### config.mk
export PLATFORM = sky130hd
export DESIGN_NAME = pcpa_donor_pick
export DESIGN_NICKNAME = d
export VERILOG_FILES = /design/src/pcpa_pkg.sv /design/src/pcpa_donor_pick.sv
export SDC_FILE = /design/constraint.sdc
export NUM_CORES = 1
export LEC_CHECK = 0
export BUFFER_PORTS_ARGS = -buffer_cell sky130_fd_sc_hd__buf_2
export CAP_MARGIN = 20
export CELL_PAD_IN_SITES_DETAIL_PLACEMENT = 1
export CELL_PAD_IN_SITES_GLOBAL_PLACEMENT = 2
export CORE_MARGIN = 2
export CORE_UTILIZATION = 37
export DETAILED_ROUTE_END_ITERATION = 10
export PLACE_DENSITY = 0.85
export SYNTH_ARGS = -nofsm -noshare
export SYNTH_HDL_FRONTEND = slang
export SYNTH_SLANG_ARGS = --single-unit
### constraint.sdc
create_clock -name vclk -period 3.2
set_clock_uncertainty 0.05 [all_clocks]
set_input_delay 0.16 -clock vclk [all_inputs]
set_output_delay 0.16 -clock vclk [all_outputs]
set_load 0.01 [all_outputs]
### src/pcpa_pkg.sv
package pcpa_pkg;

  localparam int NUM_CPUS_DEF   = 8;
  localparam int PAGE_SLOTS_DEF = 32768;

  // Page size is fixed; a page is a power of two bytes
  localparam int PAGE_BYTES = 4096;
  localparam int PAGE_SHIFT = $clog2(PAGE_BYTES);

  localparam logic [31:0] CFG_FIRST_RESET = 32'h8000_0000;
  localparam logic [31:0] CFG_TOP_RESET   = 32'h8800_0000;

  // Widest processor index over the supported range of NUM_CPUS
  localparam int CPU_MAX_W = 4;

  typedef enum logic [1:0] {
    ST_OK     = 2'd0,
    ST_OOM    = 2'd1,
    ST_REJECT = 2'd2
  } status_t;

  typedef enum logic {
    CMD_ALLOC = 1'b0,
    CMD_FREE  = 1'b1
  } cmd_t;

  typedef enum logic {
    CFG_FIRST_FREE = 1'b0,
    CFG_TOP        = 1'b1
  } cfg_idx_t;

  typedef enum logic [1:0] {
    S_IDLE,
    S_FREE,
    S_POP
  } state_t;

  typedef struct packed {
    logic                 found;
    logic [CPU_MAX_W-1:0] donor;
  } pick_t;

endpackage

### src/pcpa_donor_pick.sv
module pcpa_donor_pick
  import pcpa_pkg::*;
#(
  parameter int NUM_CPUS = NUM_CPUS_DEF
) (
  input  logic [NUM_CPUS-1:0]  head_valid,
  input  logic [CPU_MAX_W-1:0] start,
  output pick_t                pick
);

  logic [(1 << CPU_MAX_W)-1:0] valid_ext;

  assign valid_ext = (1 << CPU_MAX_W)'(head_valid);

  // Walk from the far end back so the nearest list at or after start wins
  always_comb begin
    logic [CPU_MAX_W:0] idx;
    pick = '0;
    for (int k = NUM_CPUS - 1; k >= 0; k--) begin
      idx = {1'b0, start} + (CPU_MAX_W + 1)'(k);
      if (idx >= (CPU_MAX_W + 1)'(NUM_CPUS)) begin
        idx = idx - (CPU_MAX_W + 1)'(NUM_CPUS);
      end
      if (valid_ext[idx[CPU_MAX_W-1:0]]) begin
        pick.found = 1'b1;
        pick.donor = idx[CPU_MAX_W-1:0];
      end
    end
  end

endmodule

==> results.json, run 1 <==
{
  "layout_setup_ws_ps": 278,
  "placed_area_um2": 1360,
  "synth.distinct_cells": 49,
  "p_leak_nw": 0.560,
  "place_hpwl_mm": 3.25,
  "rsz0062_at_grt": "false",
  "grt_pass1_wl_mm": 6.71,
  "startpoint_type": "input pin",
  "yosys.area.top_type": "ha_1",
  "grt_pass1_vias": 1342,
  "ys_warn_count": 0,
  "grt-ovfl-total": 0,
  "cp_max_fo": 9,
  "end_kind": "output port",
  "finalSetupTns_ps": 0,
  "drv_slew": 0,
  "dr_total_vias": 1282,
  "worst_slew_pin_slew_ps": 757,
  "wirelength_mm": 4.08,
  "dieWidth_um": 61.1,
  "syn2layout_area_growth_pct": 12.9,
  "start_util_pct": 39.2,
  "final_cells": 202,
  "synthTopCellsByArea": "ha_1 (11%), mux4_2 (11%), mux4_1 (8.7%), mux2_2 (6.5%), a21oi_1 (3.7%)",
  "drt_iter0_drc": 43,
  "cp.required_ps": 2990,
  "nets": 183,
  "finalCriticalPeriod_ps": 2920,
  "grt_max_degree": 26,
  "drtPass1Iterations": 4,
  "rows": 20,
  "synth_top_area_share_pct": 11.4,
  "holdWs_ps": 861,
  "core_um2": 3080,
  "setup-violations-final": 0,
  "fmaxAchievable_mhz": 342,
  "status": "finished, final reports clean",
  "cellPowerDensity_nw_per_um2": 205,
  "fp.dieH_um": 61.1,
  "dp_slack_ps": 294,
  "num-clock-buffers": 0,
  "antenna_found_initial": 0,
  "dieArea_um2": 3740,
  "hold_path_class": "in2out",
  "seq_area_um2": 0,
  "routed_via_density": 6.35,
  "synth_cells": 142,
  "wl_per_cell_um": 20.2,
  "synth_area_per_cell_um2": 8.50,
  "slew_headroom_pct": 48.2,
  "synthesis.area_um2": 1210,
  "hold_viol_final": 0,
  "cap_violations": 0,
  "placed_cells": 202,
  "syn_nets": 165,
  "num_io_pins": 17,
  "design.seq.count": 0,
  "drive_above_1_share_pct": 28.5,
  "ant_nets": 0,
  "vdd.ir_drop.worst_v": 0.0000723,
  "io_buffers": 16,
  "gp_congestion": 0.932,
  "cp_data_arrival_time_ps": 2710,
  "finalCritPeriodShare_pct": 91.3,
  "critical_path_class": "in2out",
  "drc_errors": 0,
  "grt_usage_pct": 23.8,
  "final_area_um2": 1360,
  "seq_area_frac_synth_pct": 0,
  "diodes": 0,
  "hold_buffers": 0
}
==> cell usage after synthesis (all sizes together), types with 4 or more instances <==
cell type,count
mux4,10
nand2,8
clkbuf,4
xnor2,5
inv,5
buf,5
mux2i,4
a21oi,9
nor2,9
o21ai,6
nand3,5
mux2,10
ha,11
o211ai,4
==> where the power goes <==
part | internal (mW) | total [mW] | switching [mW]
clock network | 0 | 0 | 0
registers | 0 | 0 | 0
logic | 0.125 | 0.279 | 0.154
total | 0.125 | 0.279 | 0.154
==> layer usage <==
layer  wire length [um]  vias to the layer above  global-route usage [%]
met3                141                       12                   0.840
met1               1780                      631                    31.6
met2               2020                       42                    41.2
met5                  0                        -                       0
li1                   -                      597                       -
met4                139                        0                    8.70
==> worst max-delay path, stage by stage <==
cell and delay (ps):
buf_2 210, inv_1 100, buf_4 170, ha_1 450, mux4_2 350, nand2_1 110, a21oi_1 160, or3_1 380
a211o_1 280, a41oi_2 190, buf_2 150
==> kinds of logic (layout without fill, tap and decap cells) <==
kind of cell / count (synthesis) / in the layout / synth area share (%)
other cells: 1 / 1 / 0.311
compound gates: 48 / 48 / 28.9
fa+ha+maj: 11 / 11 / 11.4
buf+inv: 14 / 30 / 5.60
xor+xnor: 7 / 7 / 5.08
simple gates: 37 / 37 / 15.5
mux: 24 / 24 / 33.2
==> worst paths after layout <==
| check | slack, ps | startpoint | depth (start not counted) | to |
|---|---|---|---|---|
| worst max-delay path | 280 | start[1] | 11 | pick[1] |
| worst min-delay path | 860 | start[0] | 5 | pick[0] |
==> area by class of cell <==
type	instances	area, um^2
fillers	384	1720
multi-input cells	128	1140
repair buffers	25	148
well taps	44	55.1
inverters	5	18.8
==> per-stage QoR <==
stage | total power, mW | utilization, %
2_1_floorplan | 0.190 | -
3_3_place_gp | 0.265 | 44.2
3_5_place_dp | 0.275 | 44.2
4_1_cts | 0.276 | 44.2
5_1_grt | 0.305 | 44.3
6_report | 0.279 | 44.3
==> placed cells by master (no fill, tap or decap), types with 2 or more instances in the layout <==
master	n
o21bai_1	2
mux2_4	2
ha_1	11
mux4_2	6
a21oi_1	9
inv_1	5
nand3_1	5
nand2_1	8
nor2_1	9
a21o_1	2
nor3_1	3
xnor2_1	5
o31ai_1	3
buf_2	16
nand2b_1	2
xor2_1	2
a2111oi_0	2
or3_1	2
a211oi_1	2
mux2_2	7
a21boi_0	2
o211ai_1	4
mux4_1	4
a211o_1	3
o21ai_0	6
mux2i_1	4
o221ai_1	2
buf_4	9
or2_2	2
==> timing repair <==
action / CTS / global route
endpoints found under the setup margin: 0 / 1
setup buffers: 0 / 0
gates resized for setup: 0 / 1
Note: power is estimated with default switching activity, not from simulation.
==> inputs of run 2 (changes only) <==
Settings changed: CORE_UTILIZATION 37 to 34, PLACE_DENSITY 0.85 to 0.82.
Clock period 3.2 ns to 2.5 ns, I/O delays scaled along.
==> run 2 against run 1 <==
Against the previous run: cell count up 9.9%; flip-flop and latch count unchanged; sequential share of layout area stayed put; via count increased by 8.0%; die area rose by 8.2%; first-iteration DRC count did not move; hold slack got worse by 55 ps; wire length is 19% higher; non-clock buffer count rose by 18; largest power group unchanged; worst setup slack worse by 230 ps; combinational power increased by 57%; cell area up 22%.
==> results.json, run 2 (same netlist as run 1, synthesis figures left out) <==
{
  "clockPowerShare_pct": 0,
  "cp_data_arrival_time_ps": 2280,
  "dr_total_vias": 1385,
  "layout_commonest_cell": "buf_4",
  "num_io_pins": 17,
  "slowest_delay_ps": 320,
  "grt_max_degree": 18,
  "holdWs_ps": 805,
  "slew_headroom_pct": 51.3,
  "grt_usage_pct": 21.0,
  "grt_pass1_wl_mm": 6.80,
  "ant_nets": 0,
  "finalCritPeriodShare_pct": 98.2,
  "drtPass1Iterations": 4,
  "grt-ovfl-total": 0,
  "cap_violations": 0,
  "antenna_found_initial": 0,
  "end_kind": "output port",
  "fmaxAchievable_mhz": 407,
  "switching_share_pct": 52.9,
  "grt_pass1_vias": 1339,
  "pwr-share-comb_pct": 100.0,
  "hold_buffers": 0,
  "cp_slowest_cell": "or3_1",
  "finalCriticalPeriod_ps": 2460,
  "hold_viol_final": 0,
  "drive_above_1_share_pct": 47.2,
  "seq_area_um2": 0,
  "status": "finished, final reports clean",
  "rows": 21,
  "crit_chain": "clkbuf_4 > clkinvlp_4 > buf_4 > ha_2 > xor2_2 > mux2_2 > o21ai_2 > or3_1 > a211o_1 > a41oi_2 > buf_2",
  "critPathBufInv": 4,
  "dieWidth_um": 63.6,
  "core_um2": 3360,
  "dieArea_um2": 4040,
  "final_cells": 222,
  "wirelength_mm": 4.84,
  "drt_iter0_drc": 43,
  "num-clock-buffers": 0,
  "start_util_pct": 35.9,
  "wl_per_cell_um": 21.8,
  "final_cell_mix": "buf_4 (25), buf_2 (14), nand2_1 (8), nor2_1 (8)",
  "placed_cells": 216,
  "gp_congestion": 0.937,
  "drv_slew": 0,
  "worst_slew_pin_slew_ps": 712,
  "seq_power_share_pct": 0,
  "drc_errors": 0,
  "critical_path_class": "in2out",
  "startpoint_type": "input pin",
  "place_hpwl_mm": 3.47,
  "design.seq.count": 0,
  "switching_power_mw": 0.231,
  "setup-violations-final": 0,
  "fillers": 416,
  "holdPathStages": 6,
  "cp.required_ps": 2330,
  "io_buffers": 16,
  "cellPowerDensity_nw_per_um2": 264,
  "hold_end": "pick[0]",
  "vdd.ir_drop.worst_v": 0.000109,
  "cp_max_fo": 5,
  "intPower_mw": 0.206,
  "syn2layout_area_growth_pct": 37.3,
  "nets": 201,
  "p_leak_nw": 0.663,
  "cpLargestDelayFamily": "buffers and inverters",
  "fp.dieH_um": 63.6,
  "min_from": "start[0]",
  "routed_via_density": 6.24,
  "diodes": 0,
  "hold_path_class": "in2out"
}
-- run 2: per-stage QoR --
step	worst slack, ps	util [%]	area, um^2	setup TNS, ps	total power [mW]
2_1_floorplan	3.05	-	1220	0	0.250
3_5_place_dp	-38.0	43.7	1470	-38.0	0.377
4_1_cts	2.41	44.4	1490	0	0.385
5_1_grt	-52.3	49.3	1660	-127	0.465
6_report	44.1	49.3	1660	0	0.437
3_3_place_gp	31.9	43.7	1470	0	0.362
-- run 2: power groups by stage --
stage               combinational [mW]  clock, mW  sequential, mW
finish                           0.437          0               0
global route                     0.465          0               0
CTS                              0.385          0               0
detailed placement               0.377          0               0
global placement                 0.362          0               0
floorplan                        0.250          0               0
-- run 2: repair_timing --
action                     4_1_cts  5_1_grt
gates resized for setup          3       22
cloned                           0        1
pin swaps                        0        5
setup buffers                    1        4
setup endpoints to repair        1        4
-- run 2: how the worst max path moves through the flow --
stage                     startpoint      end  slack, ps  cells after the start
after CTS                   start[2]  pick[2]          2                     11
after detailed placement    start[2]  pick[1]        -40                     11
final                       start[1]  pick[1]         40                     11
after global placement      start[2]  pick[1]         30                     11
after floorplan             start[1]  pick[1]          3                     11
after global routing        start[1]  pick[4]        -50                     10
-- run 2: cell type report --
class              instances  area (um^2)  share of cell area, %
inverters                  5         26.3                   1.58
multi-input cells        128         1250                   75.5
well taps                 46         57.6                   3.47
repair buffers            43          322                   19.4
-- run 2: layer usage --
metal  global-route usage (%)  wire length, um  vias to the layer above
li1                         -                -                      629
met1                     27.2             2050                      692
met2                     39.1             2450                       51
met3                    0.536              191                       13
met4                     3.80              144                        0
met5                        0                0                        -
==> inputs of run 3 (changes only) <==
Settings changed: GPL_ROUTABILITY_DRIVEN from default to 0, PLACE_DENSITY 0.82 to 0.89.
==> run 3 against run 2 <==
Against the previous run: wire length is 7.8% lower; worst setup slack lost 41 ps; cell count shrank 1.4%; critical path type unchanged; global-route usage up 0.40 points.
==> results.json, run 3 (same netlist as run 1, synthesis figures left out) <==
{
  "drtPass1Iterations": 4,
  "m1WireLength_mm": 1.83,
  "routed_via_density": 6.23,
  "grt_pass1_vias": 1348,
  "wirelength_mm": 4.46,
  "end_kind": "output port",
  "io_buffers": 16,
  "diodes": 0,
  "drc_errors": 0,
  "dieArea_um2": 4040,
  "vdd.ir_drop.worst_v": 0.0000889,
  "core_um2": 3360,
  "startpoint_type": "input pin",
  "hold_viol_final": 0,
  "post-route-util_pct": 46.3,
  "fillers": 430,
  "top_layer_used": "met4",
  "finalCritPeriodShare_pct": 99.9,
  "start_util_pct": 35.9,
  "grt-ovfl-total": 0,
  "cp_max_fo": 8,
  "power_mw": 0.407,
  "dieWidth_um": 63.6,
  "final_cell_mix": "buf_4 (22), buf_2 (15), ha_1 (10)",
  "grt_usage_pct": 21.4,
  "finalCriticalPeriod_ps": 2500,
  "dr_total_vias": 1365,
  "design.seq.count": 0,
  "dp_slack_ps": -34.0,
  "setup-violations-final": 0,
  "place_hpwl_mm": 3.36,
  "grt_pass1_wl_mm": 7.01,
  "layout_setup_ws_ps": 3.04,
  "dr_wl_met3_um": 212,
  "hold_path_class": "in2out",
  "fp.dieH_um": 63.6,
  "rows": 21,
  "fmaxAchievable_mhz": 400,
  "status": "finished, final reports clean",
  "num-clock-buffers": 0,
  "drv_slew": 0,
  "ant_nets": 0,
  "wl_per_cell_um": 20.4,
  "num_io_pins": 17,
  "cp_data_arrival_time_ps": 2320,
  "grt_max_degree": 20,
  "seq_area_um2": 0,
  "layout_commonest_cell": "buf_4",
  "drt_iter0_drc": 42,
  "drive_above_1_share_pct": 40.5,
  "critical_path_class": "in2out",
  "nets": 198,
  "antenna_found_initial": 0,
  "syn2layout_area_growth_pct": 28.9,
  "worst_slew_pin_slew_ps": 798,
  "cap_violations": 0,
  "cellPowerDensity_nw_per_um2": 262,
  "dr_wl_met2_mm": 2.38,
  "p_leak_nw": 0.648,
  "cp.required_ps": 2330,
  "slew_headroom_pct": 45.4
}
==> run 3: cell types whose count changed in the layout (fill, tap and decap cells not counted), moves of 2 or more <==
| cell | before | now |
|---|---|---|
| a21oi_1 | 6 | 9 |
| a21oi_2 | 3 | 0 |
| buf_4 | 25 | 22 |
| clkinvlp_4 | 2 | 0 |
| ha_1 | 7 | 10 |
| ha_4 | 3 | 1 |
| inv_2 | 0 | 2 |
==> run 3: worst paths after layout <==
kind	depth (start not counted)	startpoint	endpoint	slack (ps)
setup / recovery	10	start[2]	pick[1]	3
hold / removal	5	start[0]	pick[0]	840
==> run 3: stage by stage <==
step / TNS [ps] / area, um^2 / cells / hold WS (ps)
after global routing: -182 / 1560 / 219 / 852
after CTS: 0 / 1460 / 213 / 808
final: 0 / 1560 / 219 / 839
after global placement: 0 / 1460 / 213 / 780
after detailed placement: -48.3 / 1460 / 213 / 802
after floorplan: 0 / 1220 / 142 / 648
==> run 3: cell type report <==
| type | count | area (um^2) | share of cell area, % |
|---|---|---|---|
| Tap cell | 46 | 57.6 | 3.70 |
| Multi-Input combinational cell | 128 | 1190 | 76.6 |
| Timing Repair Buffer | 40 | 288 | 18.5 |
| Inverter | 5 | 18.8 | 1.21 |
==> run 3: power by group <==
part	switching [mW]	internal (mW)	total (mW)
Sequential	0	0	0
Combinational	0.216	0.191	0.407
Clock	0	0	0
Total	0.216	0.191	0.407
==> run 3: per-layer routing <==
metal / global-route usage [%] / vias to the layer above
met5: 0 / -
met4: 3.53 / 0
met3: 2.14 / 6
met2: 39.5 / 43
met1: 27.1 / 692
li1: - / 624
==> run 3: timing repair <==
action                                  4_1_cts  5_1_grt
hold buffers                                  0        0
endpoints found under the setup margin        2        3
pin swaps                                     0        2
buffers inserted                              0        6
hold endpoints to repair                      0        0
gates resized for setup                       5       10
cloned                                        0        0
==> run 3: worst max-delay path, stage by stage <==
cell and delay, ps:
buf_2 150, inv_2 90, ha_1 330, a211o_1 310, a311oi_1 440, buf_4 240
nand2_1 60, mux2_1 290, a41oi_2 120, buf_2 150
